$ cat src/design/tpts_ram.sv
`default_nettype none
module tpts_ram #(
  parameter int WIDTH = 8,
  parameter int DEPTH = 16
) (
  input  wire logic                     clk,
  input  wire logic                     we,
  input  wire logic [$clog2(DEPTH)-1:0] waddr,
  input  wire logic [WIDTH-1:0]         wdata,
  input  wire logic [$clog2(DEPTH)-1:0] raddr,
  output logic      [WIDTH-1:0]         rdata
);
  logic [WIDTH-1:0] mem [DEPTH];

  always_ff @(posedge clk) begin
    if (we) begin
      mem[waddr] <= wdata;
    end
    rdata <= mem[raddr];
  end
endmodule
`default_nettype wire

$ cat config.mk
export PLATFORM = sky130hd
export DESIGN_NAME = tpts_ram
export DESIGN_NICKNAME = d
export VERILOG_FILES = /design/src/design/tpts_ram.sv
export SDC_FILE = /design/constraint.sdc
export NUM_CORES = 1
export LEC_CHECK = 0
export BUFFER_PORTS_ARGS = -buffer_cell sky130_fd_sc_hd__buf_2
export CAP_MARGIN = 0
export CORE_ASPECT_RATIO = 0.6
export CORE_MARGIN = 3
export CORE_UTILIZATION = 45
export CTS_CLUSTER_SIZE = 8
export DETAILED_ROUTE_END_ITERATION = 10
export SYNTH_ARGS = -nofsm -noshare
export SYNTH_HDL_FRONTEND = slang
export SYNTH_SLANG_ARGS = --single-unit
$ cat constraint.sdc
create_clock -name clk -period 5.55 [get_ports clk]
set_clock_uncertainty 0.1 [all_clocks]
set_input_delay 0.8325 -clock clk [delete_from_list [all_inputs] [get_ports clk]]
set_output_delay 0.8325 -clock clk [all_outputs]
set_load 0.01 [all_outputs]
Word level (Yosys, flattened, before mapping)
Memory sizes are Yosys's and may differ from the RTL's. A register that Yosys moved wholly into a read port is not among the register bits. Cells that the tools add are included.

Register bits: 0. Memory bits (writable): 128. Bits of input ports: 18. Output and inout port bits: 8. Word-level logic and storage cells: 3. Memories kept: 1.

Muxes and demuxes: 2.

Memory list: mem (depth 16, bits a word 8, read ports 1, clocked after Yosys merged registers in 1, wr ports 1, RTL line 13) `logic [WIDTH-1:0] mem [DEPTH];`.

Operators with widths (count): $mux 1 (2).

Depth between registers and ports, before layout
Depth after elaboration: 2. Depth in mapped cells: 5. Depth with buffers taken out: 3.

Worst setup path before layout
OpenSTA, ideal clock, no wires.

Kind: input-to-reg. Start: input waddr[2]. End: memory mem[0][0], enable pin. Library setup time: 0.383 ns. Arrival: 1.942 ns. Required time: 5.067 ns. Path slack: 3.125 ns. Cell stages on the path: 2. Path buffers: 0. Path through: or3b_2 nor3_1.

RTL lines: start, declared (RTL line 8) `input wire logic [$clog2(DEPTH)-1:0] waddr,`; end, declared (RTL line 13).

No word-level cell before the write port.

==> metrics.md <==
| Metric | Value |
|---|---|
| CTS tree | `yes` |
| Die height | `88.8 um` |
| Remaining global-route overflow | `0` |
| TNS Setup | `0 ns` |
| Layout cell share with drive strength beyond 1 | `approximately 29%` |
| Max-cap violations | `0` |
| Main area contributors after synthesis | `edfxtp_1, mux4_2, mux4_1, dfxtp_1, a22oi_1` |
| Post-cts sizing count | `0` |
| Htree depth | `4` |
| Syn Area/Cell | `22.5 um^2` |
| # IOs | `26` |
| Final Cell Area | `6040 um^2` |
| Pins Over Slew Limit | `0` |
| Vias | `about 2.4k` |
| Crit path DAT | `2.66 ns` |
| First-pass GRT wire length | `15600 um` |
| Synth Cell Area | `~5100 um^2` |
| Clock transition at the registers of the reported paths | `0.06 ns` |
| Initial drt markers | `234` |
| Slew at the pin closest to its max-slew limit | `1.08 ns` |
| Initial Util | `approximately 47%` |
| Period utilisation layout | `44.5%` |
| Cell area after placement | `5380 um^2` |
| Worst-case clock buffer depth | `2` |
| CP required | `around 5.7 ns` |
| Cell at the slowest stage of the critical path | `buf_2` |
| Drt via density | `5.71` |
| Number of synthesized flops with an enable pin | `between 100 and 150` |
| Max frequency | `0.405 GHz` |
| Buffers and inverters on the worst path | `1` |
| Yosys warnings | `0` |
| Syn Nets | `247` |
| Post-CTS Hold Fix Bufs | `0` |
| #FFs+latches synth | `136` |
| Wire per inst | `25.0 um` |
| Critical Path Sink Type | `flop` |
| Drt total wl | `10400 um` |
| Clk_lat worst skew | `0.42 ns` |
| Synth Instances | `229` |
| Cell taking the most area after synthesis | `edfxtp_1` |
| Tot Pwr | `0.00249 W` |
| Layout net count | `around 280` |
| Pre-antenna DRT Iters | `5` |
| Crit path kind | `input port to flop` |
| Crit path largest cell delay | `approximately 0.8 ns` |
| Synth top area share | `74.7%` |
| Leak | `2.03 nW` |
| Die footprint | `12800 um^2` |
| VDD IR max | `between 0.2 and 0.3 mV` |
| Final setup vio count | `0` |
| GPL Wtd Cong | `0.732` |
| Critical path's top delay family | `buffers and inverters` |
| RSZ-0062 raised after global routing | `no` |
| Dpl hpwl | `between 6000 and 7000 um` |
| Hold Crit Class | `flop to flop` |
| Critical path cell sequence | `buf_2 -> mux4_1 -> a22oi_1 -> nand2_1` |
| PwrDens | `412 nW/um^2` |
| Port buffer count | `25` |
| Status | `finished, final reports clean` |
| DR DRC count | `0` |
| GR Util All Layers | `18.2%` |
| Vias in the first global route | `roughly 2.5k` |
| Top FF cell, synth | `edfxtp_1` |
| Clock Sink Count | `136` |
| # rows | `29` |
| Die X | `144 um` |
| CTS buffer count | `17` |
| CP max FO | `32` |
| Initial antenna violation count | `0` |
| Area of the core | `10800 um^2` |
| Slew headroom | `28.2%` |
| CP Launch Type | `input port` |
| Synthesis-to-layout area growth | `17.3%` |
| Diodes inserted | `0` |
| Final Hold Fails | `0` |
| DRT antenna net count | `0` |
| Post-CTS setup buffer count | `0` |
| Synth cell types | `19` |
| Seq/Total Area, Yosys | `roughly 80%` |
| Final Critical Period | `2.47 ns` |
| Pin count of the biggest net entering global routing | `33` |
| Ys async rst share | `0%` |
| Clock Tree Root | `clkbuf_16` |
final cells by class:
| class | instances | area (um^2) |
|---|---|---|
| multi-input cells | 83 | 1060 |
| fillers | 810 | 4810 |
| flip-flops and latches | 136 | 4000 |
| well taps | 139 | 174 |
| clock buffers | 17 | 425 |
| repair buffers | 28 | 148 |
| clock inverters | 15 | 225 |
cells by family after synthesis:
family | synth area share [%]
DFF | 77.8
AOI/OAI and AO/OA | 2.33
muxes | 15.0
buffers and inverters | 1.68
and+or+nand+nor | 3.18
final timing paths:
check / startpoint / end / slack (ns) / cells after the start
hold / removal: mem[14][3] / rdata[3] / 0.56 / 3
setup reg to reg: mem[2][5] / rdata[5] / 4.11 / 3
hold reg to reg: mem[14][3] / rdata[3] / 0.56 / 3
setup / recovery: raddr[0] / rdata[5] / 3.08 / 4
state kept, by name, indices dropped and copies added (netlist names):
name,count
mem,128
rdata,8
report_power, final:
group / switching, W / internal [W] / total [W]
registers: 0.00000883 / 0.00115 / 0.00116
logic: 0.0000615 / 0.0000413 / 0.000103
clock network: 0.000426 / 0.000799 / 0.00123
total: 0.000496 / 0.00199 / 0.00249
layout by cell type, fill, tap and decap left out, drive strengths merged:
cell type    n
nand3b       2
or3b         1
and2b        1
inv          2
edfxtp     128
dfxtp        8
nor2        13
clkbuf      17
nand2b       2
clkinvlp     1
bufinv       5
nor3         4
buf         28
a22oi       16
nand3        1
nand2        9
mux4        32
and2         1
nor2b        1
clkinv       7
synthesized netlist by cell type, types with 2 or more instances:
cell type,number
edfxtp_1,128
mux4_2,18
a22oi_1,16
mux4_1,14
nor2_1,13
nand2_1,9
dfxtp_1,8
nor3_1,4
buf_2,3
buf_6,3
clkdlybuf4s25_2,3
nand2b_1,2
nand3b_1,2
worst min-delay path, delay by kind of cell (launching register included):
family,cells,cell delay [ns]
compound gates,1,0.05
simple gates,1,0.05
mux,1,0.22
flops,1,0.31
through the flow:
stage	util, %	std cells	setup slack [ns]	hold slack, ns
after floorplan	-	229	3.12	0.529
final	55.7	418	3.08	0.563
after global placement	49.6	385	2.56	0.557
after global routing	55.7	418	2.94	0.597
after detailed placement	49.6	385	2.58	0.557
after CTS	55.6	417	2.99	0.567
per-layer routing:
| metal | wire length [um] | up-vias | part of all wire, % | GRT usage, % |
|---|---|---|---|---|
| met5 | 0 | - | 0 | 0 |
| met4 | 53 | 0 | 0.51 | 8.46 |
| met3 | 992 | 4 | 9.5 | 4.37 |
| met2 | 4610 | 91 | 44 | 25.5 |
| met1 | 4790 | 1243 | 46 | 27.0 |
| li1 | - | 1048 | - | - |
Power figures use the tool's default switching activity.
